`config.mk`:
```
export PLATFORM = sky130hd
export DESIGN_NAME = pid_controller_clamped_integral_top_flat
export DESIGN_NICKNAME = d
export VERILOG_FILES = /design/src/design/pidc_pkg.sv /design/src/design/pidc_if.sv /design/src/design/pidc_cfg.sv /design/src/design/pidc_err.sv /design/src/design/pidc_mac.sv /design/src/design/pidc_sat.sv /design/src/design/pid_controller_clamped_integral_top.sv /design/src/flat_wrapper.sv
export SDC_FILE = /design/constraint.sdc
export NUM_CORES = 2
export LEC_CHECK = 0
export BUFFER_PORTS_ARGS = -buffer_cell sky130_fd_sc_hd__buf_2
export CAP_MARGIN = 10
export CELL_PAD_IN_SITES_DETAIL_PLACEMENT = 0
export CELL_PAD_IN_SITES_GLOBAL_PLACEMENT = 2
export CORE_UTILIZATION = 46
export CTS_BUF_LIST = sky130_fd_sc_hd__clkbuf_16
export DETAILED_ROUTE_END_ITERATION = 8
export PLACE_DENSITY = 0.93
export SYNTH_ARGS = -nofsm -noshare
export SYNTH_HDL_FRONTEND = slang
export SYNTH_SLANG_ARGS = --single-unit
```
`constraint.sdc`:
```
create_clock -name clk -period 16.7 [get_ports clk]
set_input_delay 5.01 -clock clk [delete_from_list [all_inputs] [get_ports clk]]
set_output_delay 5.01 -clock clk [all_outputs]
set_load 0.005 [all_outputs]
```
`src/design/pidc_pkg.sv`:
```
// Shared types, register codes and constants of the clamped-integral PID controller.
package pidc_pkg;

	localparam int DATA_W  = 16;
	localparam int INTEG_W = 18;
	localparam int ACC_W   = 32;
	localparam int SHIFT_W = 5;
	localparam int PADDR_W = 5;
	localparam int PDATA_W = 32;

	typedef logic signed [DATA_W-1:0]  data_t;
	typedef logic signed [INTEG_W-1:0] integ_t;
	typedef logic        [DATA_W-1:0]  gain_t;
	typedef logic        [ACC_W-1:0]   acc_t;
	typedef logic        [SHIFT_W-1:0] shift_t;

	// Anti-windup bound of the integral
	localparam integ_t INTEG_LIMIT = 18'sd65535;

	// Register reset values
	localparam shift_t OUT_SHIFT_RST = 5'd15;
	localparam data_t  OUT_MAX_RST   = 16'sh7FFF;
	localparam data_t  OUT_MIN_RST   = 16'sh8000;

	// Register index (byte address / 4)
	typedef enum logic [2:0] {
		REG_GAIN_P    = 3'd0,
		REG_GAIN_I    = 3'd1,
		REG_GAIN_D    = 3'd2,
		REG_OUT_SHIFT = 3'd3,
		REG_OUT_MAX   = 3'd4,
		REG_OUT_MIN   = 3'd5
	} pidc_reg_t;

	typedef struct packed {
		gain_t  gain_p;
		gain_t  gain_i;
		gain_t  gain_d;
		shift_t out_shift;
		data_t  out_max;
		data_t  out_min;
	} pidc_cfg_t;

	// Error terms handed from the error stage to the multiply stage
	typedef struct packed {
		data_t  err;
		integ_t integ;
		data_t  deriv;
	} pidc_terms_t;

	// Wrapped products handed from the multiply stage to the output stage
	typedef struct packed {
		acc_t p_term;
		acc_t i_term;
		acc_t d_term;
	} pidc_prod_t;

endpackage

```
`src/design/pidc_if.sv`:
```
// Valid/ready channel interfaces for samples and drive results.
interface pidc_sample_if;
	logic           valid;
	logic           ready;
	pidc_pkg::data_t measured;
	pidc_pkg::data_t setpoint;

	modport source (output valid, measured, setpoint, input ready);
	modport sink (input valid, measured, setpoint, output ready);
endinterface

interface pidc_result_if;
	logic           valid;
	logic           ready;
	pidc_pkg::data_t drive;

	modport source (output valid, drive, input ready);
	modport sink (input valid, drive, output ready);
endinterface

```
`src/design/pidc_cfg.sv`:
```
// APB-style configuration register bank.
module pidc_cfg (
	input  logic                           clk,
	input  logic                           arst_n,
	input  logic                           psel,
	input  logic                           penable,
	input  logic                           pwrite,
	input  logic [pidc_pkg::PADDR_W-1:0]   paddr,
	input  logic [pidc_pkg::PDATA_W-1:0]   pwdata,
	output logic [pidc_pkg::PDATA_W-1:0]   prdata,
	output logic                           pready,
	output pidc_pkg::pidc_cfg_t            cfg
);
	import pidc_pkg::*;

	pidc_cfg_t cfg_q;
	pidc_reg_t reg_sel;
	logic      wr_en;

	assign pready  = 1'b1;
	assign reg_sel = pidc_reg_t'(paddr[PADDR_W-1:2]);
	assign wr_en   = psel & penable & pwrite & pready;
	assign cfg     = cfg_q;

	// Write the addressed register; drop writes beyond the list
	always_ff @(posedge clk or negedge arst_n) begin
		if (!arst_n) begin
			cfg_q.gain_p    <= '0;
			cfg_q.gain_i    <= '0;
			cfg_q.gain_d    <= '0;
			cfg_q.out_shift <= OUT_SHIFT_RST;
			cfg_q.out_max   <= OUT_MAX_RST;
			cfg_q.out_min   <= OUT_MIN_RST;
		end else if (wr_en) begin
			case (reg_sel)
				REG_GAIN_P:    cfg_q.gain_p    <= pwdata[DATA_W-1:0];
				REG_GAIN_I:    cfg_q.gain_i    <= pwdata[DATA_W-1:0];
				REG_GAIN_D:    cfg_q.gain_d    <= pwdata[DATA_W-1:0];
				REG_OUT_SHIFT: cfg_q.out_shift <= pwdata[SHIFT_W-1:0];
				REG_OUT_MAX:   cfg_q.out_max   <= data_t'(pwdata[DATA_W-1:0]);
				REG_OUT_MIN:   cfg_q.out_min   <= data_t'(pwdata[DATA_W-1:0]);
				default: ;
			endcase
		end
	end

	// Read back; signed limits come back sign-extended
	always_comb begin
		case (reg_sel)
			REG_GAIN_P:    prdata = PDATA_W'(cfg_q.gain_p);
			REG_GAIN_I:    prdata = PDATA_W'(cfg_q.gain_i);
			REG_GAIN_D:    prdata = PDATA_W'(cfg_q.gain_d);
			REG_OUT_SHIFT: prdata = PDATA_W'(cfg_q.out_shift);
			REG_OUT_MAX:   prdata = PDATA_W'(cfg_q.out_max);
			REG_OUT_MIN:   prdata = PDATA_W'(cfg_q.out_min);
			default:       prdata = '0;
		endcase
	end

endmodule

```
`src/design/pidc_err.sv`:
```
// Input register and error stage: error, clamped integral, derivative and controller state.
module pidc_err (
	input  logic                  clk,
	input  logic                  arst_n,
	input  logic                  in_valid,
	output logic                  in_ready,
	input  pidc_pkg::data_t       measured,
	input  pidc_pkg::data_t       setpoint,
	output logic                  vld_s2,
	input  logic                  rdy_s3,
	output pidc_pkg::pidc_terms_t terms_s2
);
	import pidc_pkg::*;

	logic   vld_s1;
	data_t  measured_s1;
	data_t  setpoint_s1;
	logic   rdy_s1;
	logic   rdy_s2;
	logic   adv_s1;
	integ_t error_sum_q;
	data_t  last_error_q;
	data_t  err_c;
	integ_t integ_raw;
	integ_t integ_c;
	data_t  deriv_c;

	// A stage takes new data when empty or when its content moves on
	assign rdy_s2   = !vld_s2 || rdy_s3;
	assign rdy_s1   = !vld_s1 || rdy_s2;
	assign in_ready = rdy_s1;
	assign adv_s1   = vld_s1 && rdy_s2;

	// Capture the incoming transaction
	always_ff @(posedge clk or negedge arst_n) begin
		if (!arst_n) begin
			vld_s1 <= 1'b0;
		end else if (rdy_s1) begin
			vld_s1 <= in_valid;
		end
	end

	always_ff @(posedge clk) begin
		if (rdy_s1 && in_valid) begin
			measured_s1 <= measured;
			setpoint_s1 <= setpoint;
		end
	end

	// Wrapped error, clamped integral, wrapped derivative
	always_comb begin
		err_c     = setpoint_s1 - measured_s1;
		integ_raw = error_sum_q + INTEG_W'(err_c);
		if (integ_raw > INTEG_LIMIT) begin
			integ_c = INTEG_LIMIT;
		end else if (integ_raw < -INTEG_LIMIT) begin
			integ_c = -INTEG_LIMIT;
		end else begin
			integ_c = integ_raw;
		end
		deriv_c = err_c - last_error_q;
	end

	// Advance the controller state once per transaction
	always_ff @(posedge clk or negedge arst_n) begin
		if (!arst_n) begin
			error_sum_q  <= '0;
			last_error_q <= '0;
			vld_s2       <= 1'b0;
		end else begin
			if (adv_s1) begin
				error_sum_q  <= integ_c;
				last_error_q <= err_c;
			end
			if (rdy_s2) begin
				vld_s2 <= vld_s1;
			end
		end
	end

	always_ff @(posedge clk) begin
		if (adv_s1) begin
			terms_s2 <= '{err: err_c, integ: integ_c, deriv: deriv_c};
		end
	end

	// Integral never leaves the anti-windup range
	a_integ_range: assert property (@(posedge clk) disable iff (!arst_n)
		(error_sum_q <= INTEG_LIMIT) && (error_sum_q >= -INTEG_LIMIT))
		else $error("integral outside anti-windup range");

	// State and stage-2 terms agree after an advance
	a_state_match: assert property (@(posedge clk) disable iff (!arst_n)
		adv_s1 |=> (terms_s2.err == last_error_q) && (terms_s2.integ == error_sum_q))
		else $error("controller state does not match forwarded terms");

	// A stalled transaction leaves the state untouched
	a_state_hold: assert property (@(posedge clk) disable iff (!arst_n)
		(vld_s1 && !rdy_s2) |=> ($stable(error_sum_q) && $stable(last_error_q)))
		else $error("controller state changed while stalled");

endmodule

```
`src/design/pidc_mac.sv`:
```
// Multiply stage: three gain products, each wrapped to 32 bits.
module pidc_mac (
	input  logic                  clk,
	input  logic                  arst_n,
	input  logic                  vld_s2,
	output logic                  rdy_s3,
	input  pidc_pkg::pidc_terms_t terms_s2,
	input  pidc_pkg::pidc_cfg_t   cfg,
	output logic                  vld_s3,
	input  logic                  rdy_o,
	output pidc_pkg::pidc_prod_t  prod_s3
);
	import pidc_pkg::*;

	logic signed [DATA_W+DATA_W:0]  p_full;
	logic signed [INTEG_W+DATA_W:0] i_full;
	logic signed [DATA_W+DATA_W:0]  d_full;

	assign rdy_s3 = !vld_s3 || rdy_o;

	// Signed term times unsigned gain; the low 32 bits are the wrapped product
	always_comb begin
		p_full = terms_s2.err * $signed({1'b0, cfg.gain_p});
		i_full = terms_s2.integ * $signed({1'b0, cfg.gain_i});
		d_full = terms_s2.deriv * $signed({1'b0, cfg.gain_d});
	end

	always_ff @(posedge clk or negedge arst_n) begin
		if (!arst_n) begin
			vld_s3 <= 1'b0;
		end else if (rdy_s3) begin
			vld_s3 <= vld_s2;
		end
	end

	always_ff @(posedge clk) begin
		if (rdy_s3 && vld_s2) begin
			prod_s3.p_term <= p_full[ACC_W-1:0];
			prod_s3.i_term <= i_full[ACC_W-1:0];
			prod_s3.d_term <= d_full[ACC_W-1:0];
		end
	end

endmodule

```
`src/design/pidc_sat.sv`:
```
// Output stage: wrapped sum, arithmetic scaling shift, saturation and result register.
module pidc_sat (
	input  logic                 clk,
	input  logic                 arst_n,
	input  logic                 vld_s3,
	output logic                 rdy_o,
	input  pidc_pkg::pidc_prod_t prod_s3,
	input  pidc_pkg::pidc_cfg_t  cfg,
	output logic                 out_valid,
	input  logic                 out_ready,
	output pidc_pkg::data_t      drive
);
	import pidc_pkg::*;

	logic               out_valid_q;
	data_t              drive_q;
	acc_t               sum_c;
	logic signed [ACC_W-1:0] scaled_c;
	logic signed [ACC_W-1:0] max_c;
	logic signed [ACC_W-1:0] min_c;
	data_t              drive_c;

	assign rdy_o     = !out_valid_q || out_ready;
	assign out_valid = out_valid_q;
	assign drive     = drive_q;

	// Sum modulo 2^32, shift, then clamp with the upper limit checked first
	always_comb begin
		sum_c    = prod_s3.p_term + prod_s3.i_term + prod_s3.d_term;
		scaled_c = $signed(sum_c) >>> cfg.out_shift;
		max_c    = ACC_W'(cfg.out_max);
		min_c    = ACC_W'(cfg.out_min);
		if (scaled_c > max_c) begin
			drive_c = cfg.out_max;
		end else if (scaled_c < min_c) begin
			drive_c = cfg.out_min;
		end else begin
			drive_c = scaled_c[DATA_W-1:0];
		end
	end

	always_ff @(posedge clk or negedge arst_n) begin
		if (!arst_n) begin
			out_valid_q <= 1'b0;
		end else if (rdy_o) begin
			out_valid_q <= vld_s3;
		end
	end

	always_ff @(posedge clk) begin
		if (rdy_o && vld_s3) begin
			drive_q <= drive_c;
		end
	end

endmodule

```
`src/design/pid_controller_clamped_integral_top.sv`:
```
// Top level of the clamped-integral PID controller.
//
//   channel   kind           handshake        payload
//   sample    input stream   valid / ready    measured[15:0], setpoint[15:0]
//   result    output stream  valid / ready    drive[15:0]
//   apb       register port  psel / penable   paddr[4:0], pwdata / prdata[31:0]
//
// One sample is taken per cycle unless the pipeline backs up to the input; a drive
// value passes the input register, error stage, multiply stage and output register
// after its sample is taken. The integral/previous-error update in the error stage
// is the loop that sets this rate. Reset clears the integral and previous error and
// loads register defaults. Each stage holds its transaction while the next is full;
// empty stages keep filling, so samples are still taken while a result waits.
module pid_controller_clamped_integral_top (
	input  logic                         clk,
	input  logic                         arst_n,
	pidc_sample_if.sink                  sample,
	pidc_result_if.source                result,
	input  logic                         psel,
	input  logic                         penable,
	input  logic                         pwrite,
	input  logic [pidc_pkg::PADDR_W-1:0] paddr,
	input  logic [pidc_pkg::PDATA_W-1:0] pwdata,
	output logic [pidc_pkg::PDATA_W-1:0] prdata,
	output logic                         pready
);
	import pidc_pkg::*;

	pidc_cfg_t   cfg;
	logic        vld_s2;
	pidc_terms_t terms_s2;
	logic        rdy_s3;
	logic        vld_s3;
	pidc_prod_t  prod_s3;
	logic        rdy_o;

	pidc_cfg u_cfg (
		.clk     (clk),
		.arst_n  (arst_n),
		.psel    (psel),
		.penable (penable),
		.pwrite  (pwrite),
		.paddr   (paddr),
		.pwdata  (pwdata),
		.prdata  (prdata),
		.pready  (pready),
		.cfg     (cfg)
	);

	pidc_err u_err (
		.clk      (clk),
		.arst_n   (arst_n),
		.in_valid (sample.valid),
		.in_ready (sample.ready),
		.measured (sample.measured),
		.setpoint (sample.setpoint),
		.vld_s2   (vld_s2),
		.rdy_s3   (rdy_s3),
		.terms_s2 (terms_s2)
	);

	pidc_mac u_mac (
		.clk      (clk),
		.arst_n   (arst_n),
		.vld_s2   (vld_s2),
		.rdy_s3   (rdy_s3),
		.terms_s2 (terms_s2),
		.cfg      (cfg),
		.vld_s3   (vld_s3),
		.rdy_o    (rdy_o),
		.prod_s3  (prod_s3)
	);

	pidc_sat u_sat (
		.clk       (clk),
		.arst_n    (arst_n),
		.vld_s3    (vld_s3),
		.rdy_o     (rdy_o),
		.prod_s3   (prod_s3),
		.cfg       (cfg),
		.out_valid (result.valid),
		.out_ready (result.ready),
		.drive     (result.drive)
	);

endmodule

```
`src/flat_wrapper.sv`:
```
// flat-port wrapper written by rule: the top's interface ports become plain ports
module pid_controller_clamped_integral_top_flat import pidc_pkg::*;
  (clk, arst_n, psel, penable, pwrite, paddr, pwdata, prdata, pready, sample_valid, sample_measured, sample_setpoint, sample_ready, result_valid, result_drive, result_ready);
  pidc_sample_if sample_i ();
  pidc_result_if result_i ();
  input  logic clk;
  input  logic arst_n;
  input  logic psel;
  input  logic penable;
  input  logic pwrite;
  input  logic [pidc_pkg::PADDR_W-1:0] paddr;
  input  logic [pidc_pkg::PDATA_W-1:0] pwdata;
  output logic [pidc_pkg::PDATA_W-1:0] prdata;
  output logic pready;
  input wire logic [$bits(sample_i.valid)-1:0] sample_valid;
  input wire logic [$bits(sample_i.measured)-1:0] sample_measured;
  input wire logic [$bits(sample_i.setpoint)-1:0] sample_setpoint;
  output wire logic [$bits(sample_i.ready)-1:0] sample_ready;
  output wire logic [$bits(result_i.valid)-1:0] result_valid;
  output wire logic [$bits(result_i.drive)-1:0] result_drive;
  input wire logic [$bits(result_i.ready)-1:0] result_ready;
  assign sample_i.valid = sample_valid;
  assign sample_i.measured = sample_measured;
  assign sample_i.setpoint = sample_setpoint;
  assign sample_ready = sample_i.ready;
  assign result_valid = result_i.valid;
  assign result_drive = result_i.drive;
  assign result_i.ready = result_ready;
  pid_controller_clamped_integral_top u_core (.clk(clk), .arst_n(arst_n), .sample(sample_i), .result(result_i), .psel(psel), .penable(penable), .pwrite(pwrite), .paddr(paddr), .pwdata(pwdata), .prdata(prdata), .pready(pready));
endmodule
```
==> flow_summary_export.csv <==
group,metric,value,unit
floorplanning,design.core.area,102200,sq um
synthesis,synth_area,47620,sq um
floorplanning,dieArea,104800,sq um
floorplanning,die_x,323.8,microns
clock_network,post-cts-setup-buffer-count,0,
worst_setup_path,rr_worst_depth,29,
synthesis,synth-main-ff-cell,"edfxtp_1",
synthesis,synth-seq-cells,317,
sta,drv_slew,0,
route,avgRoutedWirePerCell,19.22,microns
cells_and_area,layout_commonest_cell,"inv_1",
clock_network,hold_buffers,0,
route,routed_wl,124000,microns
worst_setup_path,cp-start-kind,"primary input",
clock_network,cts.repair.resized,0,
sta,fin_crit_sh,71.43,%
sta,finalSetupTns,0,ps
placement,io_buffers,107,
cells_and_area,area_growth,6.198,%
synthesis,synth_cell_types,96,
clock_network,h-tree-depth,2,
worst_setup_path,cp_data_arrival_time,6920,ps
placement,place_inst,6375,
floorplanning,boundaryPins,127,
floorplanning,num_rows,117,
clock_network,clkTransAtPathRegs,60,ps
synthesis,ys_warn_count,0,
sta,rsz0062_at_grt,"false",
clock_network,cts_root_buf,"clkbuf_16",
sta,finalCriticalPeriod,11930,ps
run,drv_cap,0,
outcome,status,"finished clean",
clock_network,clockBufferDepth,3,
placement,dpl.hpwl,100800,microns
synthesis,syn-num-nets,6317,
route,drt_iter0_markers,2521,
sta,maxSlewHeadroom,18.02,%
global_route,grt_pass1_wl,199500,microns
synthesis,synthArstFlopShare,38.80,%
clock_network,cts_buffers,41,
global_route,grt_max_degree,103,
worst_setup_path,path_max_fanout,37,
global_route,antenna_found_initial,1,
floorplanning,initial_core_util,46.61,%
cells_and_area,mostFrequentLayoutCells,"inv_1, fa_1, nand2_1",
hold_path,worstHoldStart,"u_core.u_err.vld_s1$_DFFE_PN0N_",
synthesis,synth_edf_count,194,
global_route,grt_usage,24.66,%
route,dr_total_vias,34690,
route,drc,0,
clock_network,clock_latency,590,ps
global_route,grt_pass1_vias,35670,
route,ant_nets,0,
worst_setup_path,critPathKind,"in -> out",
synthesis,syn_inst,5088,
worst_setup_path,crit_path_end_kind,"output pin",
sta,finalSetupViolations,0,
sta,fin_worst_skew,24.10,ps
clock_network,cts_sinks,317,
sta,worst_pin_slew,1224,ps
cells_and_area,layout.nets,6279,
worst_setup_path,required,11690,ps
route,via_per_inst,5.377,
cells_and_area,final_cells,6451,
floorplanning,die_h,323.8,microns
hold_path,hold_class,"reg -> reg",
clock_network,cts_tree,"yes",
cells_and_area,drive_gt1_share,6.946,%
placement,gp_congestion,0.9384,
hold_path,hold_depth,1,
worst_setup_path,r2r_end,"u_core.u_sat.drive[5]$_DFFE_PP_",
synthesis,ys_seq_area_share,18.75,%
sta,finalHoldViolations,0,
worst_setup_path,regToRegStartpoint,"u_core.u_mac.prod_s3[33]$_DFFE_PP_",
route,dr.pass1.iters,6,
cells_and_area,utilization,49.49,%
global_route,grt_overflow,0,
worst_setup_path,regToRegSetupSlack,8400,ps
hold_path,hold-path-endpoint,"u_core.u_err.vld_s2$_DFFE_PN0P_",
synthesis,syn_area_per_cell,9.360,sq um
sta,max_freq,0.08384,GHz
## logic make-up after synthesis
family,share of synthesized area (%)
compound gates,9.732
buf+inv,9.529
fa+ha+maj,41.27
flops,18.75
mux,3.366
xor+xnor,3.137
simple gates,14.21
other cells,0.007875
## layout make-up
| cell class | instances | area (sq um) |
|---|---|---|
| diodes | 1 | 2.502 |
| clock buffers | 43 | 1076 |
| clock inverters | 32 | 235.2 |
| fillers | 9744 | 51610 |
| inverters | 966 | 3627 |
| multi-input cells | 3581 | 34180 |
| flip-flops and latches | 317 | 8929 |
| well taps | 1368 | 1712 |
| repair buffers | 143 | 812.0 |
## registers in the layout (all words and copies together), names as in the netlist
name,count
u_core.u_err.terms_s2,50
u_core.u_err.vld_s2,1
u_core.u_err.error_sum_q,18
u_core.u_mac.vld_s3,1
u_core.u_err.measured_s1,16
u_core.u_cfg.cfg,85
u_core.u_sat.out_valid,1
u_core.u_sat.drive,16
u_core.u_err.last_error_q,16
u_core.u_err.setpoint_s1,16
u_core.u_mac.prod_s3,96
u_core.u_err.vld_s1,1
## critical path, stage by stage
cell and delay [ps]:
buf_2 580, nor2b_1 400, a22oi_1 150, o22ai_1 510, buf_2 220
## worst max path at each step
stage / from / end / slack [ps] / depth (start not counted)
2_1_floorplan: paddr[2] / prdata[17] / 5200 / 5
3_3_place_gp: paddr[2] / prdata[0] / 4800 / 5
3_5_place_dp: paddr[4] / prdata[18] / 4750 / 4
4_1_cts: paddr[4] / prdata[18] / 4740 / 4
5_1_grt: paddr[4] / prdata[20] / 4470 / 4
6_report: paddr[2] / prdata[0] / 4770 / 5
## synthesized netlist by cell type (all sizes together) (22+ instances only)
library cell,number,area [sq um]
or3,22,137.6
mux2,79,889.6
xnor2,131,1147
nand4,28,175.2
and2,328,2052
dfrtp,103,2577
xor2,37,324.1
a21o,75,563.0
o21ai,161,809.5
nor2b,22,137.6
edfxtp,194,5826
o21bai,23,172.7
a211oi,31,237.7
a31oi,23,150.1
nand3,39,195.2
buf,31,187.7
nor3,53,265.3
nand2b,61,381.6
mux2i,51,510.5
inv,966,3626
o22ai,24,150.1
nand2,633,2376
a21oi,175,887.1
o21a,34,255.2
nor2,169,634.4
clkbuf,193,724.4
fa,696,13930
ha,457,5718
## metrics by stage
stage / cell area [sq um] / setup WS [ps] / hold slack, ps
floorplan: 47620 / 5198 / 450.3
global placement: 49260 / 4799 / 465.7
detailed placement: 49260 / 4748 / 474.1
CTS: 50570 / 4743 / 485.7
global route: 50570 / 4469 / 501.3
finish: 50570 / 4772 / 481.0
## routing by layer
layer	vias to the layer above	wire length (microns)	global-route usage (%)
li1	16190	-	-
met2	799	59200	41.39
met4	0	4103	7.432
met3	146	4843	1.811
met5	-	0	0
met1	17550	55870	34.10
Power is left out: the tool's default activity adds up to more than one toggle a clock period on the data nets, which glitch-free logic cannot reach.
